File: config.mk
export PLATFORM = sky130hd
export DESIGN_NAME = fir_filter_streaming_top
export DESIGN_NICKNAME = d
export VERILOG_FILES = /design/src/fir_pkg.sv /design/src/fir_coef_mem.sv /design/src/fir_hist_line.sv /design/src/fir_digit_mac.sv /design/src/fir_filter_streaming_top.sv
export SDC_FILE = /design/constraint.sdc
export NUM_CORES = 2
export LEC_CHECK = 0
export BUFFER_PORTS_ARGS = -buffer_cell sky130_fd_sc_hd__clkbuf_2
export CAP_MARGIN = 20
export CORE_AREA = 2 2 450 787
export DETAILED_ROUTE_END_ITERATION = 6
export DIE_AREA = 0 0 452 789
export PLACE_DENSITY = 0.51
export SLEW_MARGIN = 0
export SYNTH_ARGS = -nofsm -noshare
export SYNTH_HDL_FRONTEND = slang
export SYNTH_SLANG_ARGS = --single-unit
File: constraint.sdc
create_clock -name clk -period 9.1 [get_ports clk]
set_clock_uncertainty 0.15 [all_clocks]
set_input_delay 0.91 -clock clk [delete_from_list [all_inputs] [get_ports clk]]
set_output_delay 0.91 -clock clk [all_outputs]
set_load 0.02 [all_outputs]
File: src/fir_pkg.sv
// Shared constants, types and helpers of the streaming FIR filter.
package fir_pkg;

    // Default values of the top-level parameters.
    localparam int MAX_TAPS_DEF       = 64;
    localparam int SAMPLE_BITS_DEF    = 24;
    localparam int COEF_FRAC_BITS_DEF = 16;

    // Fixed field widths.
    localparam int COEF_BITS       = 18;
    localparam int TAP_COUNT_BITS  = 7;
    localparam int COEF_INDEX_BITS = 6;

    // Sample bits consumed by the multiply-accumulate in each cycle.
    localparam int DIGIT_BITS = 8;

    // Request type codes.
    localparam logic REQ_SAMPLE = 1'b0;
    localparam logic REQ_COEF   = 1'b1;

    // Control from the sequencer to the digit-serial multiply-accumulate.
    typedef struct packed {
        logic active;
        logic first_digit;
        logic last_digit;
        logic clear_acc;
    } mac_ctrl_t;

    // Number of digits that a sample of the given width is split into.
    function automatic int digit_count(input int bits);
        return (bits + DIGIT_BITS - 1) / DIGIT_BITS;
    endfunction

endpackage

File: src/fir_coef_mem.sv
// Coefficient store: one write port and one registered read port.
module fir_coef_mem #(
    parameter int MAX_TAPS  = fir_pkg::MAX_TAPS_DEF,
    parameter int ADDR_BITS = 6
) (
    input  logic                                clk,
    input  logic                                wr_en,
    input  logic [ADDR_BITS-1:0]                wr_addr,
    input  logic signed [fir_pkg::COEF_BITS-1:0] wr_data,
    input  logic                                rd_en,
    input  logic [ADDR_BITS-1:0]                rd_addr,
    output logic signed [fir_pkg::COEF_BITS-1:0] rd_data
);
    import fir_pkg::*;

    logic signed [COEF_BITS-1:0] mem [MAX_TAPS];
    logic signed [COEF_BITS-1:0] rd_data_reg;

    // Write and registered read of the store.
    always_ff @(posedge clk)
    begin
        if (wr_en)
        begin
            mem[wr_addr] <= wr_data;
        end
        if (rd_en)
        begin
            rd_data_reg <= mem[rd_addr];
        end
    end

    assign rd_data = rd_data_reg;

endmodule

File: src/fir_hist_line.sv
// Sample history held as a circular buffer with a fill count per record.
module fir_hist_line #(
    parameter int MAX_TAPS    = fir_pkg::MAX_TAPS_DEF,
    parameter int SAMPLE_BITS = fir_pkg::SAMPLE_BITS_DEF,
    parameter int ADDR_BITS   = 6,
    parameter int FILL_BITS   = 7
) (
    input  logic                          clk,
    input  logic                          rst_n,
    input  logic                          wr_en,
    input  logic                          block_start,
    input  logic signed [SAMPLE_BITS-1:0] wr_data,
    input  logic                          rd_en,
    output logic signed [SAMPLE_BITS-1:0] rd_data,
    output logic [FILL_BITS-1:0]          fill
);
    import fir_pkg::*;

    logic signed [SAMPLE_BITS-1:0] mem [MAX_TAPS];
    logic signed [SAMPLE_BITS-1:0] rd_data_reg;
    logic [ADDR_BITS-1:0]          wptr_reg;
    logic [ADDR_BITS-1:0]          wptr_next;
    logic [ADDR_BITS-1:0]          rptr_reg;
    logic [ADDR_BITS-1:0]          rptr_dec;
    logic [FILL_BITS-1:0]          fill_reg;

    // Pointer arithmetic with wrap at the depth of the line.
    always_comb
    begin
        if (wptr_reg == ADDR_BITS'(MAX_TAPS - 1))
        begin
            wptr_next = '0;
        end
        else
        begin
            wptr_next = wptr_reg + ADDR_BITS'(1);
        end
        if (rptr_reg == '0)
        begin
            rptr_dec = ADDR_BITS'(MAX_TAPS - 1);
        end
        else
        begin
            rptr_dec = rptr_reg - ADDR_BITS'(1);
        end
    end

    // Pointers and fill count. Entries older than the fill count count as zero,
    // so a record start only has to reset the count.
    always_ff @(posedge clk or negedge rst_n)
    begin
        if (!rst_n)
        begin
            wptr_reg <= '0;
            rptr_reg <= '0;
            fill_reg <= '0;
        end
        else if (wr_en)
        begin
            wptr_reg <= wptr_next;
            rptr_reg <= wptr_next;
            if (block_start)
            begin
                fill_reg <= FILL_BITS'(1);
            end
            else if (fill_reg != FILL_BITS'(MAX_TAPS))
            begin
                fill_reg <= fill_reg + FILL_BITS'(1);
            end
        end
        else if (rd_en)
        begin
            rptr_reg <= rptr_dec;
        end
    end

    // Sample memory: the newest sample goes in, reads walk back in time.
    always_ff @(posedge clk)
    begin
        if (wr_en)
        begin
            mem[wptr_next] <= wr_data;
        end
        if (rd_en)
        begin
            rd_data_reg <= mem[rptr_reg];
        end
    end

    assign rd_data = rd_data_reg;
    assign fill    = fill_reg;

endmodule

File: src/fir_digit_mac.sv
// Digit-serial multiply-accumulate: one sample digit per cycle, most significant first.
module fir_digit_mac #(
    parameter int SAMPLE_BITS = fir_pkg::SAMPLE_BITS_DEF,
    parameter int ACC_BITS    = 48
) (
    input  logic                                 clk,
    input  logic                                 rst_n,
    input  fir_pkg::mac_ctrl_t                   ctrl,
    input  logic signed [fir_pkg::COEF_BITS-1:0] coef_rd,
    input  logic signed [SAMPLE_BITS-1:0]        samp_rd,
    output logic signed [ACC_BITS-1:0]           acc
);
    import fir_pkg::*;

    localparam int NDIG   = digit_count(SAMPLE_BITS);
    localparam int SR_W   = NDIG * DIGIT_BITS;
    localparam int PROD_W = COEF_BITS + DIGIT_BITS + 1;
    localparam int TAP_W  = COEF_BITS + SR_W;

    logic signed [SR_W-1:0]       samp_ext;
    logic signed [SR_W-1:0]       sr_src;
    logic signed [SR_W-1:0]       sr_reg;
    logic [DIGIT_BITS-1:0]        digit_raw;
    logic signed [DIGIT_BITS:0]   digit_s;
    logic signed [COEF_BITS-1:0]  coef_cur;
    logic signed [COEF_BITS-1:0]  coef_reg;
    logic signed [PROD_W-1:0]     prod;
    logic signed [TAP_W-1:0]      tap_next;
    logic signed [TAP_W-1:0]      tap_acc_reg;
    logic                         tap_done_reg;
    logic signed [ACC_BITS-1:0]   acc_reg;

    // Operand selection: the first digit of a tap comes straight from the read ports.
    assign samp_ext  = SR_W'(samp_rd);
    assign sr_src    = ctrl.first_digit ? samp_ext : sr_reg;
    assign coef_cur  = ctrl.first_digit ? coef_rd : coef_reg;
    assign digit_raw = sr_src[SR_W-1 -: DIGIT_BITS];

    // The leading digit carries the sign; the rest are unsigned.
    always_comb
    begin
        if (ctrl.first_digit)
        begin
            digit_s = {digit_raw[DIGIT_BITS-1], digit_raw};
        end
        else
        begin
            digit_s = {1'b0, digit_raw};
        end
    end

    // Narrow product and Horner step of the per-tap product.
    assign prod = PROD_W'(coef_cur) * PROD_W'(digit_s);

    always_comb
    begin
        if (ctrl.first_digit)
        begin
            tap_next = TAP_W'(prod);
        end
        else
        begin
            tap_next = (tap_acc_reg <<< DIGIT_BITS) + TAP_W'(prod);
        end
    end

    // Digit shift register and per-tap partial product.
    always_ff @(posedge clk)
    begin
        if (ctrl.active)
        begin
            sr_reg      <= sr_src << DIGIT_BITS;
            coef_reg    <= coef_cur;
            tap_acc_reg <= tap_next;
        end
    end

    // A finished tap product is added to the running sum in the cycle after it is finished.
    always_ff @(posedge clk or negedge rst_n)
    begin
        if (!rst_n)
        begin
            tap_done_reg <= 1'b0;
        end
        else
        begin
            tap_done_reg <= ctrl.active & ctrl.last_digit;
        end
    end

    always_ff @(posedge clk)
    begin
        if (ctrl.clear_acc)
        begin
            acc_reg <= '0;
        end
        else if (tap_done_reg)
        begin
            acc_reg <= acc_reg + ACC_BITS'(tap_acc_reg);
        end
    end

    assign acc = acc_reg;

endmodule

File: src/fir_filter_streaming_top.sv
// Top level of the streaming direct-form FIR filter: sequencer, rounding and result register.
// A sample request walks n taps, n being the smaller of tap_count and the samples seen since
// the record start, through the one shared 8-bit digit multiply-accumulate; the sequencer
// steps through S_PREP, S_MAC, S_FLUSH and S_ROUND before the result is registered.
// Throughput: one request at a time; a coefficient write stays in S_IDLE, and a new request
// is taken in the cycle after the previous result is registered, while that result waits.
// Reset clears the sequencer, pointers, fill count and result valid, and sets tap_count to 1.
module fir_filter_streaming_top #(
    parameter int MAX_TAPS       = fir_pkg::MAX_TAPS_DEF,
    parameter int SAMPLE_BITS    = fir_pkg::SAMPLE_BITS_DEF,
    parameter int COEF_FRAC_BITS = fir_pkg::COEF_FRAC_BITS_DEF
) (
    input  logic                                       clk,
    input  logic                                       rst_n,
    input  logic                                       cfg_wr_en,
    input  logic [fir_pkg::TAP_COUNT_BITS-1:0]         cfg_wr_data,
    input  logic                                       req_valid,
    output logic                                       req_stall,
    input  logic                                       req_type,
    input  logic signed [SAMPLE_BITS-1:0]              sample,
    input  logic                                       block_start,
    input  logic [fir_pkg::COEF_INDEX_BITS-1:0]        coef_index,
    input  logic signed [fir_pkg::COEF_BITS-1:0]       coef_value,
    output logic                                       rsp_valid,
    input  logic                                       rsp_stall,
    output logic signed [SAMPLE_BITS-1:0]              filtered,
    output logic                                       saturated
);
    import fir_pkg::*;

    localparam int ADDR_BITS = $clog2(MAX_TAPS);
    localparam int CNT_BITS  = $clog2(MAX_TAPS + 1);
    localparam int NDIG      = digit_count(SAMPLE_BITS);
    localparam int DIG_BITS  = (NDIG > 1) ? $clog2(NDIG) : 1;
    localparam int ACC_BITS  = COEF_BITS + SAMPLE_BITS + $clog2(MAX_TAPS) + 1;

    localparam logic signed [ACC_BITS-1:0] ROUND_HALF = ACC_BITS'(1) << (COEF_FRAC_BITS - 1);
    localparam logic signed [ACC_BITS-1:0] SAT_HI = (ACC_BITS'(1) << (SAMPLE_BITS - 1)) - 1;
    localparam logic signed [ACC_BITS-1:0] SAT_LO = -(ACC_BITS'(1) << (SAMPLE_BITS - 1));

    // Sequencer states.
    localparam logic [2:0] S_IDLE  = 3'd0;
    localparam logic [2:0] S_PREP  = 3'd1;
    localparam logic [2:0] S_MAC   = 3'd2;
    localparam logic [2:0] S_FLUSH = 3'd3;
    localparam logic [2:0] S_ROUND = 3'd4;

    logic [2:0]                  state_reg;
    logic [2:0]                  state_next;
    logic [TAP_COUNT_BITS-1:0]   tap_count_reg;
    logic [CNT_BITS-1:0]         taps_cl;
    logic [CNT_BITS-1:0]         taps_eff_reg;
    logic [CNT_BITS-1:0]         done_cnt_reg;
    logic [DIG_BITS-1:0]         dig_cnt_reg;
    logic [ADDR_BITS-1:0]        fetch_idx_reg;
    logic [CNT_BITS-1:0]         fill;
    logic                        req_accept;
    logic                        coef_we;
    logic                        samp_we;
    logic                        first_digit;
    logic                        last_digit;
    logic                        last_tap;
    logic                        fetch;
    logic                        out_free;
    mac_ctrl_t                   mac_ctrl;
    logic signed [COEF_BITS-1:0]   coef_rd;
    logic signed [SAMPLE_BITS-1:0] samp_rd;
    logic signed [ACC_BITS-1:0]    acc;
    logic signed [ACC_BITS-1:0]    rnd;
    logic signed [ACC_BITS-1:0]    shifted;
    logic signed [ACC_BITS-1:0]    y_sat;
    logic                          y_clip;
    logic                          rsp_valid_reg;
    logic signed [SAMPLE_BITS-1:0] filtered_reg;
    logic                          saturated_reg;

    // Request handshake and write strobes.
    assign req_stall  = (state_reg != S_IDLE);
    assign req_accept = req_valid & ~req_stall;
    assign coef_we    = req_accept & (req_type == REQ_COEF) & (32'(coef_index) < MAX_TAPS);
    assign samp_we    = req_accept & (req_type == REQ_SAMPLE);

    // Configuration register.
    always_ff @(posedge clk or negedge rst_n)
    begin
        if (!rst_n)
        begin
            tap_count_reg <= TAP_COUNT_BITS'(1);
        end
        else if (cfg_wr_en)
        begin
            tap_count_reg <= cfg_wr_data;
        end
    end

    // Tap count limited to the range the store holds.
    always_comb
    begin
        if (tap_count_reg == '0)
        begin
            taps_cl = CNT_BITS'(1);
        end
        else if (32'(tap_count_reg) > MAX_TAPS)
        begin
            taps_cl = CNT_BITS'(MAX_TAPS);
        end
        else
        begin
            taps_cl = CNT_BITS'(tap_count_reg);
        end
    end

    // Digit and tap position within the walk.
    assign first_digit = (dig_cnt_reg == '0);
    assign last_digit  = (dig_cnt_reg == DIG_BITS'(NDIG - 1));
    assign last_tap    = ((done_cnt_reg + CNT_BITS'(1)) == taps_eff_reg);
    assign fetch       = (state_reg == S_PREP) ||
                         ((state_reg == S_MAC) && last_digit && !last_tap);
    assign out_free    = ~rsp_valid_reg | ~rsp_stall;

    // Sequencer next state.
    always_comb
    begin
        state_next = state_reg;
        unique case (state_reg)
            S_IDLE:
            begin
                if (samp_we)
                begin
                    state_next = S_PREP;
                end
            end
            S_PREP:
            begin
                state_next = S_MAC;
            end
            S_MAC:
            begin
                if (last_digit && last_tap)
                begin
                    state_next = S_FLUSH;
                end
            end
            S_FLUSH:
            begin
                state_next = S_ROUND;
            end
            S_ROUND:
            begin
                if (out_free)
                begin
                    state_next = S_IDLE;
                end
            end
            default:
            begin
                state_next = S_IDLE;
            end
        endcase
    end

    always_ff @(posedge clk or negedge rst_n)
    begin
        if (!rst_n)
        begin
            state_reg <= S_IDLE;
        end
        else
        begin
            state_reg <= state_next;
        end
    end

    // Tap walk counters.
    always_ff @(posedge clk or negedge rst_n)
    begin
        if (!rst_n)
        begin
            taps_eff_reg  <= CNT_BITS'(1);
            done_cnt_reg  <= '0;
            dig_cnt_reg   <= '0;
            fetch_idx_reg <= '0;
        end
        else
        begin
            if (samp_we)
            begin
                fetch_idx_reg <= '0;
            end
            else if (fetch)
            begin
                fetch_idx_reg <= fetch_idx_reg + ADDR_BITS'(1);
            end
            if (state_reg == S_PREP)
            begin
                taps_eff_reg <= (taps_cl < fill) ? taps_cl : fill;
                done_cnt_reg <= '0;
                dig_cnt_reg  <= '0;
            end
            else if (state_reg == S_MAC)
            begin
                if (last_digit)
                begin
                    dig_cnt_reg  <= '0;
                    done_cnt_reg <= done_cnt_reg + CNT_BITS'(1);
                end
                else
                begin
                    dig_cnt_reg <= dig_cnt_reg + DIG_BITS'(1);
                end
            end
        end
    end

    assign mac_ctrl.active      = (state_reg == S_MAC);
    assign mac_ctrl.first_digit = first_digit;
    assign mac_ctrl.last_digit  = last_digit;
    assign mac_ctrl.clear_acc   = (state_reg == S_PREP);

    fir_coef_mem #(
        .MAX_TAPS  (MAX_TAPS),
        .ADDR_BITS (ADDR_BITS)
    ) u_coef_mem (
        .clk     (clk),
        .wr_en   (coef_we),
        .wr_addr (ADDR_BITS'(coef_index)),
        .wr_data (coef_value),
        .rd_en   (fetch),
        .rd_addr (fetch_idx_reg),
        .rd_data (coef_rd)
    );

    fir_hist_line #(
        .MAX_TAPS    (MAX_TAPS),
        .SAMPLE_BITS (SAMPLE_BITS),
        .ADDR_BITS   (ADDR_BITS),
        .FILL_BITS   (CNT_BITS)
    ) u_hist_line (
        .clk         (clk),
        .rst_n       (rst_n),
        .wr_en       (samp_we),
        .block_start (block_start),
        .wr_data     (sample),
        .rd_en       (fetch),
        .rd_data     (samp_rd),
        .fill        (fill)
    );

    fir_digit_mac #(
        .SAMPLE_BITS (SAMPLE_BITS),
        .ACC_BITS    (ACC_BITS)
    ) u_digit_mac (
        .clk     (clk),
        .rst_n   (rst_n),
        .ctrl    (mac_ctrl),
        .coef_rd (coef_rd),
        .samp_rd (samp_rd),
        .acc     (acc)
    );

    // Round half up, drop the fraction bits and clip to the sample range.
    assign rnd     = acc + ROUND_HALF;
    assign shifted = rnd >>> COEF_FRAC_BITS;

    always_comb
    begin
        if (shifted > SAT_HI)
        begin
            y_sat  = SAT_HI;
            y_clip = 1'b1;
        end
        else if (shifted < SAT_LO)
        begin
            y_sat  = SAT_LO;
            y_clip = 1'b1;
        end
        else
        begin
            y_sat  = shifted;
            y_clip = 1'b0;
        end
    end

    // Result register: holds a finished result until the receiver takes it.
    always_ff @(posedge clk or negedge rst_n)
    begin
        if (!rst_n)
        begin
            rsp_valid_reg <= 1'b0;
        end
        else if ((state_reg == S_ROUND) && out_free)
        begin
            rsp_valid_reg <= 1'b1;
        end
        else if (!rsp_stall)
        begin
            rsp_valid_reg <= 1'b0;
        end
    end

    always_ff @(posedge clk)
    begin
        if ((state_reg == S_ROUND) && out_free)
        begin
            filtered_reg  <= SAMPLE_BITS'(y_sat);
            saturated_reg <= y_clip;
        end
    end

    assign rsp_valid = rsp_valid_reg;
    assign filtered  = filtered_reg;
    assign saturated = saturated_reg;

`ifndef SYNTHESIS
    // The tap walk always covers at least one tap and never more than the store holds.
    a_taps_range: assert property (@(posedge clk) disable iff (!rst_n)
        (state_reg == S_MAC) |-> (taps_eff_reg != '0 && taps_eff_reg <= CNT_BITS'(MAX_TAPS)))
        else $error("tap walk length out of range");

    // The completed-tap count stays below the walk length while taps are processed.
    a_done_below: assert property (@(posedge clk) disable iff (!rst_n)
        (state_reg == S_MAC) |-> (done_cnt_reg < taps_eff_reg))
        else $error("tap walk overran its length");

    // A new result only appears after the rounding state.
    a_rsp_from_round: assert property (@(posedge clk) disable iff (!rst_n)
        $rose(rsp_valid_reg) |-> ($past(state_reg) == S_ROUND))
        else $error("result raised outside the rounding state");

    // A clipped result sits on one of the range limits.
    a_sat_bound: assert property (@(posedge clk) disable iff (!rst_n)
        (rsp_valid_reg && saturated_reg) |->
        (filtered_reg == SAMPLE_BITS'(SAT_HI) || filtered_reg == SAMPLE_BITS'(SAT_LO)))
        else $error("saturated result not at a range limit");
`endif

endmodule

# --- Yosys cells after proc, flatten, opt, wreduce, memory -nomap -nowiden ---
# Memory sizes are Yosys's and may differ from the RTL's. A register that Yosys moved wholly into a read port is not among the register bits.
# Index checks and enable logic that the tools add are counted.
word_totals:
  mem_count: 2
  latchBits: 0
  mem_bits_rw: 2688
  inputBits: 62
  rom_bits: 0
  ff_bits: 203
  wordCells: 106
op_classes:
  reduce_logical: 18
  div_mod_pow: 0
  shifts: 0
  order_cmp: 4
  n_bitwise: 9
  eq_ne: 12
  n_mul: 1
  add_sub_neg: 9
  n_mux: 33
mem_list:
  columns: ["name", "depth", "width", "read_ports", "rd_clocked_by_memory_dff", "wr", "line_no", "source"]
  rows:
  - ["u_hist_line.mem", 64, 24, 1, 1, 1, "fir_hist_line.sv:19", "logic signed [SAMPLE_BITS-1:0] mem [MAX_TAPS];"]
  - ["u_coef_mem.mem", 64, 18, 1, 1, 1, "fir_coef_mem.sv:16", "logic signed [COEF_BITS-1:0] mem [MAX_TAPS];"]
ops:
  columns: ["cell", "n"]
  rows:
  - ["7-bit 2-to-1 mux", 8]
  - ["49-bit by 17-bit adder with 49-bit output, second input constant", 1]
  - ["49-bit by 42-bit adder with 49-bit output", 1]
  - ["24-bit 2-to-1 mux", 2]
  - ["42-bit by 27-bit adder with 42-bit output", 1]
  - ["42-bit 2-to-1 mux", 1]
  - ["6-bit 2-to-1 mux", 6]
  - ["33-bit by 24-bit greater-than comparator with 1-bit output, second input constant", 1]
  - ["33-bit by 24-bit less-than comparator with 1-bit output, second input constant", 1]
  - ["18-bit by 9-bit multiplier with 27-bit output", 1]
  - ["18-bit 2-to-1 mux", 1]
  - ["3-bit case mux with 5 select lines", 1]
  - ["7-bit by 1-bit adder with 7-bit output, second input constant", 2]
  - ["6-bit by 1-bit adder with 6-bit output, second input constant", 2]
  - ["3-bit 2-to-1 mux", 3]
  - ["9-bit 2-to-1 mux", 1]
  - ["2-bit nonzero test", 4]
  - ["7-bit == test", 1]
  - ["7-bit greater-than comparator, second input constant", 1]
  - ["7-bit zero test", 1]
  - ["7-bit less-than comparator", 1]
  - ["1-bit 2-to-1 mux", 7]
  - ["7-bit inequality test, second input constant", 1]
  - ["3-bit by 2-bit == test with 1-bit output, second input constant", 2]
  - ["other kinds (21)", 35]

# --- Depth between registers and ports, before layout ---
logic_depth:
  ltp_word: 7
  ltp_mapped: 37
  ltp_nobuf: 34

# --- Cells and area by module ---
# A second synthesis with hierarchy kept.
unflattened:
  hier_cells: 6841
  hier_area_um2: 124479.4
by_module_without_submodules:
  columns: ["module", "area_each_um2", "seq_area_each_um2", "n_inst", "cells_each"]
  rows:
  - ["fir_hist_line", 61187.4, 47320.4, 1, 2884]
  - ["fir_coef_mem", 44801.7, 35133.7, 1, 1957]
  - ["fir_digit_mac", 14742.9, 3288.2, 1, 1630]
  - ["fir_filter_streaming_top", 3747.3, 1579.0, 1, 370]

# --- Worst setup path after synthesis ---
# No wires, ideal clock.
synth_timing:
  kind: "reg-to-reg"
  from: "register dig_cnt_reg[0]"
  to: "register u_digit_mac.tap_acc_reg[40], data pin"
  t_arrival_ps: 8742
  t_required_ps: 8680
  path_slack_ps: -62
  path_stages_with_launch: 34
  setup_ps: 270
  period_less_slack_ps: 9162
  path_cell_list: "dfrtp_1 -> nor2_1 -> clkbuf_1 -> buf_1 -> nand2_1 -> nand2_1 -> clkbuf_1 -> nand2_1 -> fa_1 -> inv_1 -> fa_1 -> inv_1 -> fa_1 -> fa_1 -> fa_1 -> inv_1 -> ha_1 -> inv_1 -> o21a_1 -> o21ai_0 -> a21oi_1 -> o31ai_1 -> a21oi_1 -> xnor2_1 -> ha_1 -> and3_1 -> o22ai_1 -> nor2_1 -> or4b_1 -> a31oi_1 -> o31ai_1 -> o311ai_1 -> xnor2_1 -> o21ai_0"
synth_between:
  elab_chain_len: 6
synth_rtl:
  columns: ["element", "line_no", "source"]
  rows:
  - ["start: declaration", "fir_filter_streaming_top.sv:54", "logic [DIG_BITS-1:0] dig_cnt_reg;"]
  - ["start signal: assignment", "fir_filter_streaming_top.sv:209", "dig_cnt_reg <= dig_cnt_reg + DIG_BITS'(1);"]
  - ["2-bit zero test *", "fir_filter_streaming_top.sv:114", "assign first_digit = (dig_cnt_reg == '0);"]
  - ["24-bit 2-to-1 mux", "fir_digit_mac.sv:35", "assign sr_src = ctrl.first_digit ? samp_ext : sr_reg;"]
  - ["9-bit 2-to-1 mux", "fir_digit_mac.sv:42", "if (ctrl.first_digit)"]
  - ["18-bit by 9-bit multiplier with 27-bit output", "fir_digit_mac.sv:53", "assign prod = PROD_W'(coef_cur) * PROD_W'(digit_s);"]
  - ["42-bit by 27-bit adder with 42-bit output", "fir_digit_mac.sv:63", "tap_next = (tap_acc_reg <<< DIGIT_BITS) + TAP_W'(prod);"]
  - ["42-bit 2-to-1 mux *", "fir_digit_mac.sv:57", "if (ctrl.first_digit)"]
  - ["via u_digit_mac.tap_next[40]", "fir_digit_mac.sv:28", "logic signed [TAP_W-1:0] tap_next;"]
  - ["end signal: assignment", "fir_digit_mac.sv:74", "tap_acc_reg <= tap_next;"]
  - ["end: declaration", "fir_digit_mac.sv:29", "logic signed [TAP_W-1:0] tap_acc_reg;"]
# Mark *: on every way through the listed nets, which the timed path passes. The rest lies on a longest branch.
# A chain may end at the register's enable or synchronous reset.

# --- Final worst setup path ---
layout_timing:
  from: "register dig_cnt_reg[1]"
  to: "register u_digit_mac.tap_acc_reg[40], data pin"
layout_lines:
  columns: ["element", "line_no", "source"]
  rows:
  - ["2-bit zero test *", "fir_filter_streaming_top.sv:114", null]
  - ["18-bit 2-to-1 mux *", "fir_digit_mac.sv:36", "assign coef_cur = ctrl.first_digit ? coef_rd : coef_reg;"]
  - ["via u_digit_mac.coef_cur[2]", "fir_digit_mac.sv:25", "logic signed [COEF_BITS-1:0] coef_cur;"]
  - ["18-bit by 9-bit multiplier with 27-bit output *", "fir_digit_mac.sv:53", null]
  - ["42-bit by 27-bit adder with 42-bit output", "fir_digit_mac.sv:63", null]
  - ["42-bit 2-to-1 mux *", "fir_digit_mac.sv:57", null]
  - ["via u_digit_mac.tap_next[40]", "fir_digit_mac.sv:28", null]
# Marked as above.

==> flow_summary.json <==
{
  "ant_nets": 0,
  "max-cap-violations": 0,
  "fmax_ghz": 0.117,
  "synth_edf_count": 2831,
  "fin_crit_ps": 8570,
  "seq_area_frac_synth": 0.714,
  "clock-sinks": 2933,
  "initial_core_util": 0.349,
  "setup_slack_ps": 526,
  "routed_via_density": 5.27,
  "cpPeakStageDelay_ps": 560,
  "num_rows": 288,
  "path_max_fanout": 13,
  "grt.overflow.total": 0,
  "grt_pass1_wl_microns": 465000,
  "holdCritPathClass": "in2reg",
  "setup_tns_ps": 0,
  "crit_required_ps": 9490,
  "grt_pass1_vias": 64300,
  "crit_slowest_cell": "fa_1",
  "largest_register_ffs": 1536,
  "wl_microns": 323000,
  "r2r_cells": 38,
  "dieArea_sq_mm": 0.357,
  "period_share": 0.942,
  "io_buffers": 88,
  "place.gp.congestion": 0.850,
  "rsz0062_at_grt": "no",
  "synth_top_family_by_area": "multiplexers",
  "drt_first_pass_iters": 5,
  "synth_fa_ha_area_frac": 0.0377,
  "final_core_util": 0.398,
  "die_w_microns": 452,
  "final_cells": 11300,
  "r2r-start": "dig_cnt_reg[1]",
  "worstMarginPinSlew_ps": 1150,
  "status": "finished clean",
  "grt_max_degree": 136,
  "antenna_found_initial": 19,
  "cts_max_level": 5,
  "ff2ff_setup_slack_ps": 530,
  "clk_pin_slew_ps": 60,
  "core_sq_mm": 0.351,
  "cts_tree": "done",
  "start_kind": "flip-flop",
  "drive_above_1_share": 0.268,
  "async_reset_ff_frac": 0.0181,
  "min_to": "tap_count_reg[4]",
  "ys_types": 77,
  "die_h_microns": 789,
  "drc_errors": 0,
  "synth_cells": 6096,
  "ys_warn_count": 0,
  "r2r_end": "u_digit_mac.tap_acc_reg[40]",
  "clk_latency_ps": 900,
  "synth_flop_cell": "edfxtp_1",
  "area_growth_pct": 14.0,
  "finalHoldViolCount": 0,
  "hp-start": "cfg_wr_data[4]",
  "drv_slew": 0,
  "syn_nets": 6445,
  "dp_hpwl_microns": 200000,
  "slew_headroom": 0.235,
  "numCtsBuffers": 289,
  "final_nets": 6753,
  "critPathCaptureType": "flip-flop",
  "syn_area_sq_mm": 0.122,
  "critical_path_class": "reg2reg",
  "io_pins": 89,
  "dp_slack_ps": 173,
  "cts-root-buf": "clkbuf_16",
  "setup_viol": 0,
  "synth-xor-area-share": 0.0100,
  "synth_compound_area_frac": 0.0234,
  "crit_arrival_ps": 8970,
  "synth_seq_cells": 2933,
  "cts_buffer_depth": 4,
  "hold_path_depth": 2,
  "drt_iter0_drc": 4348,
  "synthMuxAreaShare": 0.169,
  "grtUsageTotal": 0.180,
  "syn_area_per_cell_sq_um": 20.0,
  "vias": 59500,
  "yosys.area_share.simple": 0.0322,
  "post_drt_wl_per_cell_microns": 28.7,
  "dpl.cell_count": 10700
}
## final cells by class
type | instances | area (sq um)
fill | 31200 | 211000
sequential | 2933 | 87400
multi-input combinational | 2718 | 34200
clock buffer | 350 | 7600
tap | 4640 | 5810
timing repair buffer | 300 | 2320
clock inverter | 158 | 1410
inverter | 162 | 609
antenna | 23 | 57.6
## worst max-delay path, delay by kind of cell, from the launching register on
family                   cells  cell delay (ps)
AO/OA/AOI/OAI               13             2170
XOR/XNOR                     2              310
adder cells (fa/ha/maj)      8             3030
buffers and inverters        7              790
flip-flops                   1              420
AND/OR/NAND/NOR              8             1400
## Yosys cell counts, types with 51 or more instances
cell	count	area (sq um)
nand2_1	264	991
xor2_1	62	543
dfrtp_1	51	1280
a21o_1	69	518
o21ai_0	132	661
edfxtp_1	2831	85000
mux2i_1	61	611
nor2_1	347	1300
clkbuf_1	192	721
a21oi_1	118	591
inv_1	161	604
fa_1	135	2700
ha_1	152	1900
mux4_2	882	19900
nand3_1	68	340
buf_1	89	334
xnor2_1	78	683
## placed cells by master (no fill, tap or decap), types with 17 or more instances in the layout
master / netlist / layout
a31oi_1: 20 / 17
diode_2: 0 / 23
clkbuf_2: 0 / 87
nor3_1: 31 / 31
clkinv_1: 1 / 56
xnor2_1: 78 / 77
bufinv_16: 0 / 21
clkinv_2: 0 / 50
a21oi_1: 118 / 115
buf_12: 0 / 21
dfxtp_1: 49 / 49
clkbuf_16: 0 / 294
nor2b_1: 17 / 17
a21o_1: 69 / 69
xor2_1: 62 / 62
nor2_4: 0 / 120
fa_1: 135 / 135
nand3b_1: 19 / 19
edfxtp_1: 2831 / 2831
inv_1: 161 / 159
dfrtp_1: 51 / 41
clkbuf_1: 192 / 53
buf_4: 0 / 188
o21ai_0: 132 / 132
o31ai_1: 18 / 17
nand3_1: 68 / 68
ha_1: 152 / 152
nand4_1: 21 / 21
and3_1: 26 / 26
mux2i_1: 61 / 60
nor2_1: 347 / 218
mux4_2: 882 / 882
nand2_1: 264 / 264
## cells by family (layout without fill, tap and decap cells)
logic type,Yosys count,in the layout
compound gates,458,458
xor+xnor,140,140
fa+ha+maj,287,287
buf+inv,445,970
flops,2933,2933
mux,955,955
other cells,0,23
simple gates,878,878
## worst max-delay path by stage
stage                   start                           to  slack, ps  cells after the start
2_1_floorplan  dig_cnt_reg[0]  u_digit_mac.tap_acc_reg[40]        130                     35
3_3_place_gp   dig_cnt_reg[0]  u_digit_mac.tap_acc_reg[40]        160                     35
3_5_place_dp   dig_cnt_reg[0]  u_digit_mac.tap_acc_reg[34]        170                     33
4_1_cts        dig_cnt_reg[0]  u_digit_mac.tap_acc_reg[36]        150                     33
5_1_grt        dig_cnt_reg[1]  u_digit_mac.tap_acc_reg[36]          5                     34
6_report       dig_cnt_reg[1]  u_digit_mac.tap_acc_reg[40]        530                     38
## per-layer routing
layer  part of all wire  track usage  routed length (microns)  up-vias
met4              0.034       0.0639                    11000       10
met1               0.36        0.199                   117000    32400
met3              0.032       0.0199                    10200      458
met2               0.57        0.352                   185000     1187
met5            0.00020            0                       66        -
li1                   -            -                        -    25400
## what timing repair did
| action | 4_1_cts | 5_1_grt |
|---|---|---|
| resized for setup | 0 | 6 |
| hold endpoints to repair | 12 | 0 |
| setup buffers | 0 | 3 |
| endpoints found under the setup margin | 0 | 7 |
| hold buffers | 1 | 0 |
## metrics by stage
| step | instance area [sq um] | hold slack [ps] |
|---|---|---|
| after floorplan | 122000 | 317 |
| after global placement | 130000 | 330 |
| final | 139000 | 171 |
| after detailed placement | 130000 | 343 |
| after global routing | 139000 | 132 |
| after CTS | 139000 | 97.6 |
Power is left out: the tool's default activity adds up to more than one toggle a clock period on the data nets, which glitch-free logic cannot reach.
